## config.mk

```make
export PLATFORM = sky130hd
export DESIGN_NAME = free_look_camera_update
export DESIGN_NICKNAME = d
export VERILOG_FILES = /design/src/sv/flcu_pkg.sv /design/src/sv/flcu_cordic.sv /design/src/sv/flcu_dp.sv /design/src/sv/flcu_ctrl.sv /design/src/sv/free_look_camera_update.sv
export SDC_FILE = /design/constraint.sdc
export NUM_CORES = 2
export LEC_CHECK = 0
export BUFFER_PORTS_ARGS = -buffer_cell sky130_fd_sc_hd__buf_2
export CAP_MARGIN = 20
export CORE_UTILIZATION = 60
export CTS_BUF_LIST = sky130_fd_sc_hd__clkbuf_8
export DETAILED_ROUTE_END_ITERATION = 8
export PLACE_DENSITY = 0.81
export SLEW_MARGIN = 10
export SYNTH_ARGS = -nofsm -noshare
export SYNTH_HDL_FRONTEND = slang
export SYNTH_HIERARCHICAL = 1
export SYNTH_SLANG_ARGS = --single-unit
```

## constraint.sdc

```tcl
create_clock -name clk_i -period 25.9 [get_ports clk_i]
set_input_delay 5.18 -clock clk_i [delete_from_list [all_inputs] [get_ports clk_i]]
set_output_delay 5.18 -clock clk_i [all_outputs]
set_load 0.03 [all_outputs]
```

## src/sv/flcu_pkg.sv

```systemverilog
package flcu_pkg;

  localparam int ANGLE_BITS    = 16;
  localparam int VEC_FRAC_BITS = 14;

  // rotation CORDIC, Q30 internals, angles in 2^32 per turn
  localparam int CORDIC_STEPS = 24;
  localparam int STEP_W       = 5;
  localparam logic signed [33:0] CORDIC_GAIN = 34'sd652032874;
  localparam logic [29:0] ATAN_TURN [CORDIC_STEPS] = '{
    30'd536870912, 30'd316933406, 30'd167458907, 30'd85004756,
    30'h028B0D43,  30'h0145D7E1,  30'h00A2F61E,  30'h00517C55,
    30'h0028BE53,  30'h00145F2F,  30'h000A2F98,  30'h000517CC,
    30'h00028BE6,  30'h000145F3,  30'h0000A2FA,  30'h0000517D,
    30'h000028BE,  30'h0000145F,  30'h00000A30,  30'h00000518,
    30'h0000028C,  30'h00000146,  30'h000000A3,  30'h00000051
  };

  // vector components clamp to +-1.0 and to the 16-bit range
  localparam int VEC_HI = (VEC_FRAC_BITS >= 15) ? 32767 : (1 << VEC_FRAC_BITS);
  localparam int VEC_LO = (VEC_FRAC_BITS >= 15) ? -32768 : -(1 << VEC_FRAC_BITS);

  localparam logic signed [31:0] POS_RESET_X = 32'sd327680;
  localparam logic signed [31:0] POS_RESET_Y = 32'sd1310720;
  localparam logic signed [31:0] POS_RESET_Z = 32'sd327680;

  localparam int CFG_IDX_W = 2;
  localparam logic [CFG_IDX_W-1:0] CFG_START_X = 2'd0;
  localparam logic [CFG_IDX_W-1:0] CFG_START_Y = 2'd1;
  localparam logic [CFG_IDX_W-1:0] CFG_START_Z = 2'd2;

  localparam logic [2:0] POS_X = 3'd0;
  localparam logic [2:0] POS_Y = 3'd1;
  localparam logic [2:0] POS_Z = 3'd2;

  localparam logic [2:0] DIR_FX = 3'd0;
  localparam logic [2:0] DIR_FY = 3'd1;
  localparam logic [2:0] DIR_FZ = 3'd2;
  localparam logic [2:0] DIR_LX = 3'd3;
  localparam logic [2:0] DIR_LZ = 3'd4;
  localparam logic [2:0] DIR_UX = 3'd5;
  localparam logic [2:0] DIR_UY = 3'd6;
  localparam logic [2:0] DIR_UZ = 3'd7;

  typedef enum logic [2:0] {
    CMD_STRAFE = 3'd0,
    CMD_FRONT  = 3'd1,
    CMD_YAW    = 3'd2,
    CMD_PITCH  = 3'd3,
    CMD_SET    = 3'd4
  } cmd_e;

  typedef enum logic [2:0] {
    ST_IDLE,
    ST_INIT,
    ST_CORDIC,
    ST_ROUND,
    ST_DIRS,
    ST_MUL,
    ST_WRITE,
    ST_DONE
  } state_e;

  typedef enum logic [3:0] {
    MS_CP_SY,
    MS_CP_CY,
    MS_FY_LZ,
    MS_FZ_LX,
    MS_FX_NLZ,
    MS_NFY_LX,
    MS_D_LX,
    MS_D_LZ,
    MS_D_FX,
    MS_D_FY,
    MS_D_FZ
  } mul_sel_e;

  typedef enum logic [1:0] {
    WR_ACC,
    WR_DIR,
    WR_DIR_SUM,
    WR_POS
  } wr_kind_e;

  typedef struct packed {
    mul_sel_e   sel;
    wr_kind_e   kind;
    logic [2:0] idx;
    logic       last;
  } uop_t;

  localparam int UOP_W = 4;
  localparam logic [UOP_W-1:0] UOP_RECOMPUTE = 4'd0;
  localparam logic [UOP_W-1:0] UOP_STRAFE    = 4'd6;
  localparam logic [UOP_W-1:0] UOP_FRONT     = 4'd8;

  typedef struct packed {
    logic              load;
    logic              set_pos;
    logic              turn_yaw;
    logic              turn_pitch;
    logic              cordic_init;
    logic              cordic_step;
    logic [STEP_W-1:0] step_idx;
    logic              sc_save;
    logic              dirs;
    logic              mul_en;
    mul_sel_e          mul_sel;
    logic              wr_en;
    wr_kind_e          wr_kind;
    logic [2:0]        wr_idx;
    logic              pub;
  } dp_cmd_t;

  typedef struct packed {
    logic [2:0]         cmd;
    logic signed [31:0] distance;
    logic signed [15:0] angle_delta;
    logic signed [31:0] new_x;
    logic signed [31:0] new_y;
    logic signed [31:0] new_z;
  } in_item_t;

  typedef struct packed {
    logic signed [31:0] pos_x;
    logic signed [31:0] pos_y;
    logic signed [31:0] pos_z;
    logic signed [15:0] front_x;
    logic signed [15:0] front_y;
    logic signed [15:0] front_z;
    logic signed [15:0] left_x;
    logic signed [15:0] left_z;
    logic signed [15:0] up_x;
    logic signed [15:0] up_y;
    logic signed [15:0] up_z;
  } out_item_t;

  // product / write micro-program: recompute, strafe, move front
  function automatic uop_t uop(input logic [UOP_W-1:0] i);
    uop_t u;
    unique case (i)
      4'd0:    u = '{MS_CP_SY,  WR_DIR,     DIR_FX, 1'b0};
      4'd1:    u = '{MS_CP_CY,  WR_DIR,     DIR_FZ, 1'b0};
      4'd2:    u = '{MS_FY_LZ,  WR_DIR,     DIR_UX, 1'b0};
      4'd3:    u = '{MS_FZ_LX,  WR_ACC,     DIR_UY, 1'b0};
      4'd4:    u = '{MS_FX_NLZ, WR_DIR_SUM, DIR_UY, 1'b0};
      4'd5:    u = '{MS_NFY_LX, WR_DIR,     DIR_UZ, 1'b1};
      4'd6:    u = '{MS_D_LX,   WR_POS,     POS_X,  1'b0};
      4'd7:    u = '{MS_D_LZ,   WR_POS,     POS_Z,  1'b1};
      4'd8:    u = '{MS_D_FX,   WR_POS,     POS_X,  1'b0};
      4'd9:    u = '{MS_D_FY,   WR_POS,     POS_Y,  1'b0};
      4'd10:   u = '{MS_D_FZ,   WR_POS,     POS_Z,  1'b1};
      default: u = '{MS_CP_SY,  WR_ACC,     POS_X,  1'b1};
    endcase
    return u;
  endfunction

  function automatic logic signed [15:0] clamp_vec(input logic signed [50:0] v);
    logic signed [15:0] r;
    if (v > 51'(VEC_HI)) begin
      r = 16'(VEC_HI);
    end else if (v < 51'(VEC_LO)) begin
      r = 16'(VEC_LO);
    end else begin
      r = v[15:0];
    end
    return r;
  endfunction

  function automatic logic signed [31:0] sat32(input logic signed [50:0] v);
    logic signed [31:0] r;
    if (v > 51'(32'sh7fffffff)) begin
      r = 32'sh7fffffff;
    end else if (v < 51'(32'sh80000000)) begin
      r = 32'sh80000000;
    end else begin
      r = v[31:0];
    end
    return r;
  endfunction

endpackage

```

## src/sv/flcu_cordic.sv

```systemverilog
module flcu_cordic #(
  parameter int ANGLE_BITS = flcu_pkg::ANGLE_BITS
) (
  input  logic                          clk_i,
  input  logic                          init_i,
  input  logic                          step_i,
  input  logic [flcu_pkg::STEP_W-1:0]   step_idx_i,
  input  logic [ANGLE_BITS-1:0]         angle_i,
  output logic signed [15:0]            cos_o,
  output logic signed [15:0]            sin_o
);

  localparam int RSH = 30 - flcu_pkg::VEC_FRAC_BITS;
  localparam logic signed [34:0] RHALF = 35'sd1 <<< (RSH - 1);

  logic signed [33:0] x_q, y_q;
  logic signed [32:0] z_q;
  logic               flip_q;

  logic [31:0]        ang32;
  logic               fold;
  logic signed [32:0] z_init;
  logic signed [33:0] dx, dy;
  logic signed [32:0] at;
  logic signed [33:0] xf, yf;
  logic signed [34:0] xr, yr;

  // quadrants 1 and 2 are rotated by a half turn and the result negated
  assign ang32  = 32'(angle_i) << (32 - ANGLE_BITS);
  assign fold   = ang32[31] ^ ang32[30];
  assign z_init = 33'(signed'({ang32[30], ang32[30:0]}));

  assign dx = y_q >>> step_idx_i;
  assign dy = x_q >>> step_idx_i;
  assign at = signed'({3'b000, flcu_pkg::ATAN_TURN[step_idx_i]});

  always_ff @(posedge clk_i) begin
    if (init_i) begin
      x_q    <= flcu_pkg::CORDIC_GAIN;
      y_q    <= '0;
      z_q    <= z_init;
      flip_q <= fold;
    end else if (step_i) begin
      if (!z_q[32]) begin
        x_q <= x_q - dx;
        y_q <= y_q + dy;
        z_q <= z_q - at;
      end else begin
        x_q <= x_q + dx;
        y_q <= y_q - dy;
        z_q <= z_q + at;
      end
    end
  end

  assign xf = flip_q ? -x_q : x_q;
  assign yf = flip_q ? -y_q : y_q;
  assign xr = (35'(xf) + RHALF) >>> RSH;
  assign yr = (35'(yf) + RHALF) >>> RSH;

  assign cos_o = flcu_pkg::clamp_vec(51'(xr));
  assign sin_o = flcu_pkg::clamp_vec(51'(yr));

endmodule

```

## src/sv/flcu_dp.sv

```systemverilog
module flcu_dp #(
  parameter int ANGLE_BITS = flcu_pkg::ANGLE_BITS
) (
  input  logic                             clk_i,
  input  logic                             rst_ni,
  input  flcu_pkg::dp_cmd_t                cmd_i,
  input  flcu_pkg::in_item_t               in_item_i,
  input  logic                             cfg_we_i,
  input  logic [flcu_pkg::CFG_IDX_W-1:0]   cfg_idx_i,
  input  logic [31:0]                      cfg_data_i,
  output flcu_pkg::out_item_t              out_item_o
);

  localparam int EXT_W = (ANGLE_BITS > 16) ? ANGLE_BITS : 16;
  localparam logic signed [50:0] VHALF = 51'sd1 <<< (flcu_pkg::VEC_FRAC_BITS - 1);

  logic signed [31:0]   pos_q [3];
  logic signed [15:0]   dir_q [8];
  logic [ANGLE_BITS-1:0] yaw_q, pitch_q;
  logic signed [31:0]   dist_q;
  logic signed [15:0]   cp_q, sp_q, cy_q, sy_q;
  logic signed [48:0]   prod_q, acc_q;
  flcu_pkg::out_item_t  out_q;

  logic signed [EXT_W-1:0] dang_ext;
  logic [ANGLE_BITS-1:0]   dang;
  logic signed [15:0]      cp, sp, cy, sy;
  logic signed [31:0]      mul_a;
  logic signed [16:0]      mul_b;
  logic signed [48:0]      prod_d;
  logic signed [50:0]      sum, rnd, pos_sum;
  logic signed [31:0]      pos_sel;

  assign dang_ext = EXT_W'(in_item_i.angle_delta);
  assign dang     = dang_ext[ANGLE_BITS-1:0];

  flcu_cordic #(.ANGLE_BITS(ANGLE_BITS)) u_cordic_pitch (
    .clk_i      (clk_i),
    .init_i     (cmd_i.cordic_init),
    .step_i     (cmd_i.cordic_step),
    .step_idx_i (cmd_i.step_idx),
    .angle_i    (pitch_q),
    .cos_o      (cp),
    .sin_o      (sp)
  );

  flcu_cordic #(.ANGLE_BITS(ANGLE_BITS)) u_cordic_yaw (
    .clk_i      (clk_i),
    .init_i     (cmd_i.cordic_init),
    .step_i     (cmd_i.cordic_step),
    .step_idx_i (cmd_i.step_idx),
    .angle_i    (yaw_q),
    .cos_o      (cy),
    .sin_o      (sy)
  );

  always_comb begin
    mul_a = dist_q;
    mul_b = 17'(dir_q[flcu_pkg::DIR_LX]);
    case (cmd_i.mul_sel)
      flcu_pkg::MS_CP_SY: begin
        mul_a = 32'(cp_q);
        mul_b = 17'(sy_q);
      end
      flcu_pkg::MS_CP_CY: begin
        mul_a = 32'(cp_q);
        mul_b = 17'(cy_q);
      end
      flcu_pkg::MS_FY_LZ: begin
        mul_a = 32'(dir_q[flcu_pkg::DIR_FY]);
        mul_b = 17'(dir_q[flcu_pkg::DIR_LZ]);
      end
      flcu_pkg::MS_FZ_LX: begin
        mul_a = 32'(dir_q[flcu_pkg::DIR_FZ]);
        mul_b = 17'(dir_q[flcu_pkg::DIR_LX]);
      end
      flcu_pkg::MS_FX_NLZ: begin
        mul_a = 32'(dir_q[flcu_pkg::DIR_FX]);
        mul_b = -17'(dir_q[flcu_pkg::DIR_LZ]);
      end
      flcu_pkg::MS_NFY_LX: begin
        mul_a = -32'(dir_q[flcu_pkg::DIR_FY]);
        mul_b = 17'(dir_q[flcu_pkg::DIR_LX]);
      end
      flcu_pkg::MS_D_LX: mul_b = 17'(dir_q[flcu_pkg::DIR_LX]);
      flcu_pkg::MS_D_LZ: mul_b = 17'(dir_q[flcu_pkg::DIR_LZ]);
      flcu_pkg::MS_D_FX: mul_b = 17'(dir_q[flcu_pkg::DIR_FX]);
      flcu_pkg::MS_D_FY: mul_b = 17'(dir_q[flcu_pkg::DIR_FY]);
      flcu_pkg::MS_D_FZ: mul_b = 17'(dir_q[flcu_pkg::DIR_FZ]);
      default: begin
        mul_a = dist_q;
        mul_b = 17'(dir_q[flcu_pkg::DIR_LX]);
      end
    endcase
  end

  assign prod_d = mul_a * mul_b;

  always_comb begin
    case (cmd_i.wr_idx)
      flcu_pkg::POS_X: pos_sel = pos_q[0];
      flcu_pkg::POS_Y: pos_sel = pos_q[1];
      default:         pos_sel = pos_q[2];
    endcase
  end

  // round half up back to the vector fraction, then add to position if moving
  assign sum     = 51'(prod_q) +
                   ((cmd_i.wr_kind == flcu_pkg::WR_DIR_SUM) ? 51'(acc_q) : 51'sd0);
  assign rnd     = (sum + VHALF) >>> flcu_pkg::VEC_FRAC_BITS;
  assign pos_sum = 51'(pos_sel) + rnd;

  always_ff @(posedge clk_i or negedge rst_ni) begin
    if (!rst_ni) begin
      pos_q[0] <= flcu_pkg::POS_RESET_X;
      pos_q[1] <= flcu_pkg::POS_RESET_Y;
      pos_q[2] <= flcu_pkg::POS_RESET_Z;
      yaw_q    <= ANGLE_BITS'(1) << (ANGLE_BITS - 1);
      pitch_q  <= '0;
      dir_q[flcu_pkg::DIR_FX] <= '0;
      dir_q[flcu_pkg::DIR_FY] <= '0;
      dir_q[flcu_pkg::DIR_FZ] <= 16'(flcu_pkg::VEC_LO);
      dir_q[flcu_pkg::DIR_LX] <= 16'(flcu_pkg::VEC_LO);
      dir_q[flcu_pkg::DIR_LZ] <= '0;
      dir_q[flcu_pkg::DIR_UX] <= '0;
      dir_q[flcu_pkg::DIR_UY] <= 16'(flcu_pkg::VEC_HI);
      dir_q[flcu_pkg::DIR_UZ] <= '0;
    end else begin
      if (cmd_i.turn_yaw) begin
        yaw_q <= yaw_q + dang;
      end
      if (cmd_i.turn_pitch) begin
        pitch_q <= pitch_q + dang;
      end
      if (cmd_i.set_pos) begin
        pos_q[0] <= in_item_i.new_x;
        pos_q[1] <= in_item_i.new_y;
        pos_q[2] <= in_item_i.new_z;
      end
      if (cmd_i.dirs) begin
        dir_q[flcu_pkg::DIR_FY] <= sp_q;
        dir_q[flcu_pkg::DIR_LX] <= cy_q;
        dir_q[flcu_pkg::DIR_LZ] <= flcu_pkg::clamp_vec(-51'(sy_q));
      end
      if (cmd_i.wr_en) begin
        if (cmd_i.wr_kind == flcu_pkg::WR_DIR || cmd_i.wr_kind == flcu_pkg::WR_DIR_SUM) begin
          dir_q[cmd_i.wr_idx] <= flcu_pkg::clamp_vec(rnd);
        end
        if (cmd_i.wr_kind == flcu_pkg::WR_POS) begin
          for (int k = 0; k < 3; k++) begin
            if (cmd_i.wr_idx == 3'(k)) begin
              pos_q[k] <= flcu_pkg::sat32(pos_sum);
            end
          end
        end
      end
      // start register writes land directly in the position
      if (cfg_we_i) begin
        if (cfg_idx_i == flcu_pkg::CFG_START_X) pos_q[0] <= cfg_data_i;
        if (cfg_idx_i == flcu_pkg::CFG_START_Y) pos_q[1] <= cfg_data_i;
        if (cfg_idx_i == flcu_pkg::CFG_START_Z) pos_q[2] <= cfg_data_i;
      end
    end
  end

  always_ff @(posedge clk_i) begin
    if (cmd_i.load) begin
      dist_q <= in_item_i.distance;
    end
    if (cmd_i.sc_save) begin
      cp_q <= cp;
      sp_q <= sp;
      cy_q <= cy;
      sy_q <= sy;
    end
    if (cmd_i.mul_en) begin
      prod_q <= prod_d;
    end
    if (cmd_i.wr_en && cmd_i.wr_kind == flcu_pkg::WR_ACC) begin
      acc_q <= prod_q;
    end
    if (cmd_i.pub) begin
      out_q.pos_x   <= pos_q[0];
      out_q.pos_y   <= pos_q[1];
      out_q.pos_z   <= pos_q[2];
      out_q.front_x <= dir_q[flcu_pkg::DIR_FX];
      out_q.front_y <= dir_q[flcu_pkg::DIR_FY];
      out_q.front_z <= dir_q[flcu_pkg::DIR_FZ];
      out_q.left_x  <= dir_q[flcu_pkg::DIR_LX];
      out_q.left_z  <= dir_q[flcu_pkg::DIR_LZ];
      out_q.up_x    <= dir_q[flcu_pkg::DIR_UX];
      out_q.up_y    <= dir_q[flcu_pkg::DIR_UY];
      out_q.up_z    <= dir_q[flcu_pkg::DIR_UZ];
    end
  end

  assign out_item_o = out_q;

endmodule

```

## src/sv/flcu_ctrl.sv

```systemverilog
module flcu_ctrl (
  input  logic              clk_i,
  input  logic              rst_ni,
  input  logic              in_valid_i,
  input  logic [2:0]        in_cmd_i,
  output logic              in_ready_o,
  output logic              out_valid_o,
  input  logic              out_ready_i,
  output flcu_pkg::dp_cmd_t dp_cmd_o
);

  localparam logic [flcu_pkg::STEP_W-1:0] STEP_LAST =
    flcu_pkg::STEP_W'(flcu_pkg::CORDIC_STEPS - 1);

  flcu_pkg::state_e                state_q, state_d;
  logic [flcu_pkg::STEP_W-1:0]     step_q, step_d;
  logic [flcu_pkg::UOP_W-1:0]      uidx_q, uidx_d;
  logic                            out_valid_q, out_valid_d;
  flcu_pkg::uop_t                  u;
  flcu_pkg::dp_cmd_t               cmd;
  logic                            in_ready;

  always_ff @(posedge clk_i or negedge rst_ni) begin
    if (!rst_ni) begin
      state_q     <= flcu_pkg::ST_IDLE;
      step_q      <= '0;
      uidx_q      <= '0;
      out_valid_q <= 1'b0;
    end else begin
      state_q     <= state_d;
      step_q      <= step_d;
      uidx_q      <= uidx_d;
      out_valid_q <= out_valid_d;
    end
  end

  always_comb begin
    state_d     = state_q;
    step_d      = step_q;
    uidx_d      = uidx_q;
    out_valid_d = out_valid_q & ~out_ready_i;
    in_ready    = 1'b0;
    u           = flcu_pkg::uop(uidx_q);
    cmd         = '0;
    cmd.step_idx = step_q;
    cmd.mul_sel  = u.sel;
    cmd.wr_kind  = u.kind;
    cmd.wr_idx   = u.idx;

    unique case (state_q)
      flcu_pkg::ST_IDLE: begin
        in_ready = 1'b1;
        if (in_valid_i) begin
          cmd.load = 1'b1;
          unique case (in_cmd_i)
            flcu_pkg::CMD_STRAFE: begin
              uidx_d  = flcu_pkg::UOP_STRAFE;
              state_d = flcu_pkg::ST_MUL;
            end
            flcu_pkg::CMD_FRONT: begin
              uidx_d  = flcu_pkg::UOP_FRONT;
              state_d = flcu_pkg::ST_MUL;
            end
            flcu_pkg::CMD_YAW: begin
              cmd.turn_yaw = 1'b1;
              state_d      = flcu_pkg::ST_INIT;
            end
            flcu_pkg::CMD_PITCH: begin
              cmd.turn_pitch = 1'b1;
              state_d        = flcu_pkg::ST_INIT;
            end
            flcu_pkg::CMD_SET: begin
              cmd.set_pos = 1'b1;
              state_d     = flcu_pkg::ST_DONE;
            end
            default: state_d = flcu_pkg::ST_DONE;  // unused codes change nothing
          endcase
        end
      end
      flcu_pkg::ST_INIT: begin
        cmd.cordic_init = 1'b1;
        step_d          = '0;
        state_d         = flcu_pkg::ST_CORDIC;
      end
      flcu_pkg::ST_CORDIC: begin
        cmd.cordic_step = 1'b1;
        if (step_q == STEP_LAST) begin
          state_d = flcu_pkg::ST_ROUND;
        end else begin
          step_d = step_q + 1'b1;
        end
      end
      flcu_pkg::ST_ROUND: begin
        cmd.sc_save = 1'b1;
        state_d     = flcu_pkg::ST_DIRS;
      end
      flcu_pkg::ST_DIRS: begin
        cmd.dirs = 1'b1;
        uidx_d   = flcu_pkg::UOP_RECOMPUTE;
        state_d  = flcu_pkg::ST_MUL;
      end
      flcu_pkg::ST_MUL: begin
        cmd.mul_en = 1'b1;
        state_d    = flcu_pkg::ST_WRITE;
      end
      flcu_pkg::ST_WRITE: begin
        cmd.wr_en = 1'b1;
        if (u.last) begin
          state_d = flcu_pkg::ST_DONE;
        end else begin
          uidx_d  = uidx_q + 1'b1;
          state_d = flcu_pkg::ST_MUL;
        end
      end
      flcu_pkg::ST_DONE: begin
        // previous result must be gone before the output register reloads
        if (!out_valid_q || out_ready_i) begin
          cmd.pub     = 1'b1;
          out_valid_d = 1'b1;
          state_d     = flcu_pkg::ST_IDLE;
        end
      end
      default: state_d = flcu_pkg::ST_IDLE;
    endcase
  end

  assign in_ready_o  = in_ready;
  assign out_valid_o = out_valid_q;
  assign dp_cmd_o    = cmd;

endmodule

```

## src/sv/free_look_camera_update.sv

```systemverilog
// Channel   Direction  Handshake                Payload
// in        input      in_valid_i / in_ready_o   in_item_i  (flcu_pkg::in_item_t)
// out       output     out_valid_o / out_ready_i out_item_o (flcu_pkg::out_item_t)
// cfg       input      cfg_we_i                  cfg_idx_i, cfg_data_i
//
// One item at a time. Set position and unused codes go straight to publish;
// strafe and move front run through the multiplier, and a turn runs 24 CORDIC
// iterations, both angles in parallel, then 6 products through one multiplier.
// in_ready_o is high only while idle; a held output only stalls the final publish.
// Reset: position from POS_RESET_X/Y/Z, yaw a half turn, pitch zero, default vectors.
module free_look_camera_update #(
  parameter int ANGLE_BITS = flcu_pkg::ANGLE_BITS
) (
  input  logic                            clk_i,
  input  logic                            rst_ni,
  input  logic                            in_valid_i,
  output logic                            in_ready_o,
  input  flcu_pkg::in_item_t              in_item_i,
  output logic                            out_valid_o,
  input  logic                            out_ready_i,
  output flcu_pkg::out_item_t             out_item_o,
  input  logic                            cfg_we_i,
  input  logic [flcu_pkg::CFG_IDX_W-1:0]  cfg_idx_i,
  input  logic [31:0]                     cfg_data_i
);

  flcu_pkg::dp_cmd_t dp_cmd;

  flcu_ctrl u_ctrl (
    .clk_i       (clk_i),
    .rst_ni      (rst_ni),
    .in_valid_i  (in_valid_i),
    .in_cmd_i    (in_item_i.cmd),
    .in_ready_o  (in_ready_o),
    .out_valid_o (out_valid_o),
    .out_ready_i (out_ready_i),
    .dp_cmd_o    (dp_cmd)
  );

  flcu_dp #(.ANGLE_BITS(ANGLE_BITS)) u_dp (
    .clk_i      (clk_i),
    .rst_ni     (rst_ni),
    .cmd_i      (dp_cmd),
    .in_item_i  (in_item_i),
    .cfg_we_i   (cfg_we_i),
    .cfg_idx_i  (cfg_idx_i),
    .cfg_data_i (cfg_data_i),
    .out_item_o (out_item_o)
  );

endmodule

```

==> metrics.txt <==
outcome=finished with violations; failing checks=design-rule violations; Sequential Area=23800 µm²; data required time of the worst path=26550 ps; Clk pin slew, worst setup/hold paths=70 ps; layout cells sized above 1=12.3%; R2R depth=36; area of the multi-input gates=63100 µm²; Levels on crit path=36; latest clock arrival within the worst-skew pair=990 ps; clock root buffer=clkbuf_8; Die Span Y=394 µm; sequential fraction of the synthesis area=25.8%; critical path type=flop to flop; Peak Freq=0.0899 GHz; initial antenna violation count=42; Post-synth ARST share=30.2%; synth warn=6; CTS tree=built; CP endpoint kind=flop; deepest clock path buffer count=3; max_cap viols=0; clock tree sinks=891; reg-to-reg critical path endpoint=u_dp/prod_q[48]$_DFFE_PP_; first-pass GRT wire length=501000 µm; DR pass1 iterations=9; Most used DFF post-synth=edfxtp_1; Post-Syn Instances=10300; critical path data arrival time=11770 ps; Synthesized Nets=11600; fin crit share=42.9%; delay-heaviest family, CP=adder cells; Yosys top cell by area=edfxtp_1; HP Class=flop to flop; area share of the largest cell type after synthesis=14.8%; Die ar.=155000 µm²; Clock Skew=89.1 ps; Tmin final=11120 ps; Startpoint Class=flop; core area=152000 µm²; Layout Nets=11700; DRC=8; Initial Util=60.5%; GR Overflow Total=0; GPL Wtd Cong=1.03; Layout area overhead=7.71%; total track usage=41.9%; Area contributors post-synth=edfxtp_1 15%, fa_1 12%, ha_1 7.1%; Netlist Area Pre-Place=92100 µm²; setup bufs post-CTS=0; CP max stage delay=760 ps; Worst Hold Slack=409 ps; H-tree depth=4; Final Max Slew Viols=0; Worst Path Buf+Inv=8; FF-to-FF setup slack=14780 ps; Num CTS Buffers=159; RSZ-0062 raised after global routing=false; routed wire length=334000 µm; Setup crit end=u_dp/prod_q[48]$_DFFE_PP_; synthesized area per cell=8.90 µm²; Max FO, Critical Path=36; top post-synthesis cells by count=1110 x nand2_1, 954 x nor2_1, 749 x inv_1; antenna-violating nets left=0; final hold viol count=0; critical path's slowest cell=nor3_2; Slew @ Worst Pin=1330 ps; Fillers=12600; Resize count post-CTS=0; final setup TNS=0 ps; Post-DP HPWL=250000 µm; flops & latches, synth=891; Iter 0 DRT Violations=10900; CP startpoint=u_ctrl/uidx_q[0]$_DFFE_PN0P_; worst r2r src=u_ctrl/uidx_q[0]$_DFFE_PN0P_; number of synthesized flops with an enable pin=454; relative slew slack=11.0%; Routed WL per cell=26.4 µm; setup violators final=0; most frequent cell after synthesis=nand2_1; vias in the first global route=81400; CTS Hold Bufs=0; Die X=394 µm; # IOs=412; total number of vias=84700; vias per inst=6.69; PortBufs=411; row count=143; largest net degree at the start of global routing=164; Netlist cell types=134
[cell type report]
type	instances	share of cell area [%]
Antenna cell	25	0.0631
Timing Repair Buffer	572	3.35
Tap cell	2030	2.56
Sequential cell	891	24.0
Multi-Input combinational cell	8085	63.6
Clock inverter	114	1.08
Clock buffer	180	2.50
Inverter	762	2.88
[cells in the final DEF, fill, tap and decap left out, types with 168 or more instances in the layout]
master / n
nand2_1: 1110
nor2_1: 942
inv_1: 792
a21oi_1: 727
fa_1: 530
ha_1: 519
o21ai_0: 516
edfxtp_1: 454
buf_2: 411
xnor2_1: 369
mux2i_1: 347
dfrtp_1: 252
xor2_1: 231
a21o_1: 207
clkbuf_8: 180
dfxtp_1: 168
[metrics by stage]
stage          area, µm²  util, %  std cells  worst slack, ps
6_report           99200     65.2      12700            14780
5_1_grt            99200     65.2      12700            14310
4_1_cts            99100     65.1      12600            15010
3_5_place_dp       95500     62.8      12300            15070
3_3_place_gp       95500     62.8      12300            15380
2_1_floorplan      92100        -      10300            10510
[layer usage]
metal	GRT usage [%]	part of all wire (%)	routed length (µm)	vias to the layer above
li1	-	-	-	37100
met1	54.4	38	128000	41100
met2	64.7	44	149000	5370
met3	10.4	11	37700	1096
met4	21.9	5.8	19500	30
met5	0	0.056	188	-
[worst min-delay path by stage]
stage,from,endpoint,slack (ps),depth (start not counted)
3_3_place_gp,u_dp/dir_q[28]$_DFFE_PN0P_,u_dp/out_item_o[28]$_DFFE_PP_,430,0
5_1_grt,u_dp/dir_q[2]$_DFFE_PN0P_,u_dp/out_item_o[2]$_DFFE_PP_,440,0
4_1_cts,u_dp/dir_q[2]$_DFFE_PN0P_,u_dp/out_item_o[2]$_DFFE_PP_,410,0
6_report,u_dp/dir_q[2]$_DFFE_PN0P_,u_dp/out_item_o[2]$_DFFE_PP_,410,0
2_1_floorplan,u_dp/dir_q[100]$_DFF_PN0_,u_dp/out_item_o[100]$_DFFE_PP_,420,0
3_5_place_dp,u_dp/dir_q[18]$_DFFE_PN0P_,u_dp/out_item_o[18]$_DFFE_PP_,430,0
[logic make-up (layout without fill, tap and decap cells)]
kind of cell    after synthesis  after routing  share of synthesized area [%]
compound gates             2578           2578                           18.2
xor+xnor                    611            611                           5.84
fa+ha+maj                  1052           1052                           18.6
buf+inv                    1372           1628                           6.10
flops                       891            891                           25.8
mux                         645            645                           9.27
other cells                   0             25                              0
simple gates               3199           3199                           16.2
[state kept, by name, indices dropped and copies added (netlist names), 4 cells and up]
register,cells
u_dp/yaw_q,16
u_dp/u_cordic_pitch/x_q,34
u_dp/sy_q,16
u_dp/sp_q,16
u_dp/u_cordic_pitch/y_q,34
u_dp/pos_q,96
u_dp/dist_q,32
u_dp/u_cordic_pitch/z_q,33
u_dp/cp_q,16
u_dp/u_cordic_yaw/y_q,34
u_dp/pitch_q,16
u_ctrl/step_q,5
u_dp/u_cordic_yaw/z_q,33
u_ctrl/uidx_q,4
u_dp/cy_q,16
u_dp/acc_q,49
u_dp/dir_q,128
u_dp/u_cordic_yaw/x_q,34
u_dp/prod_q,49
u_dp/out_item_o,224
Power is not shown: default switching activity piles up to over one toggle a cycle in this logic, so the estimate is an artifact.
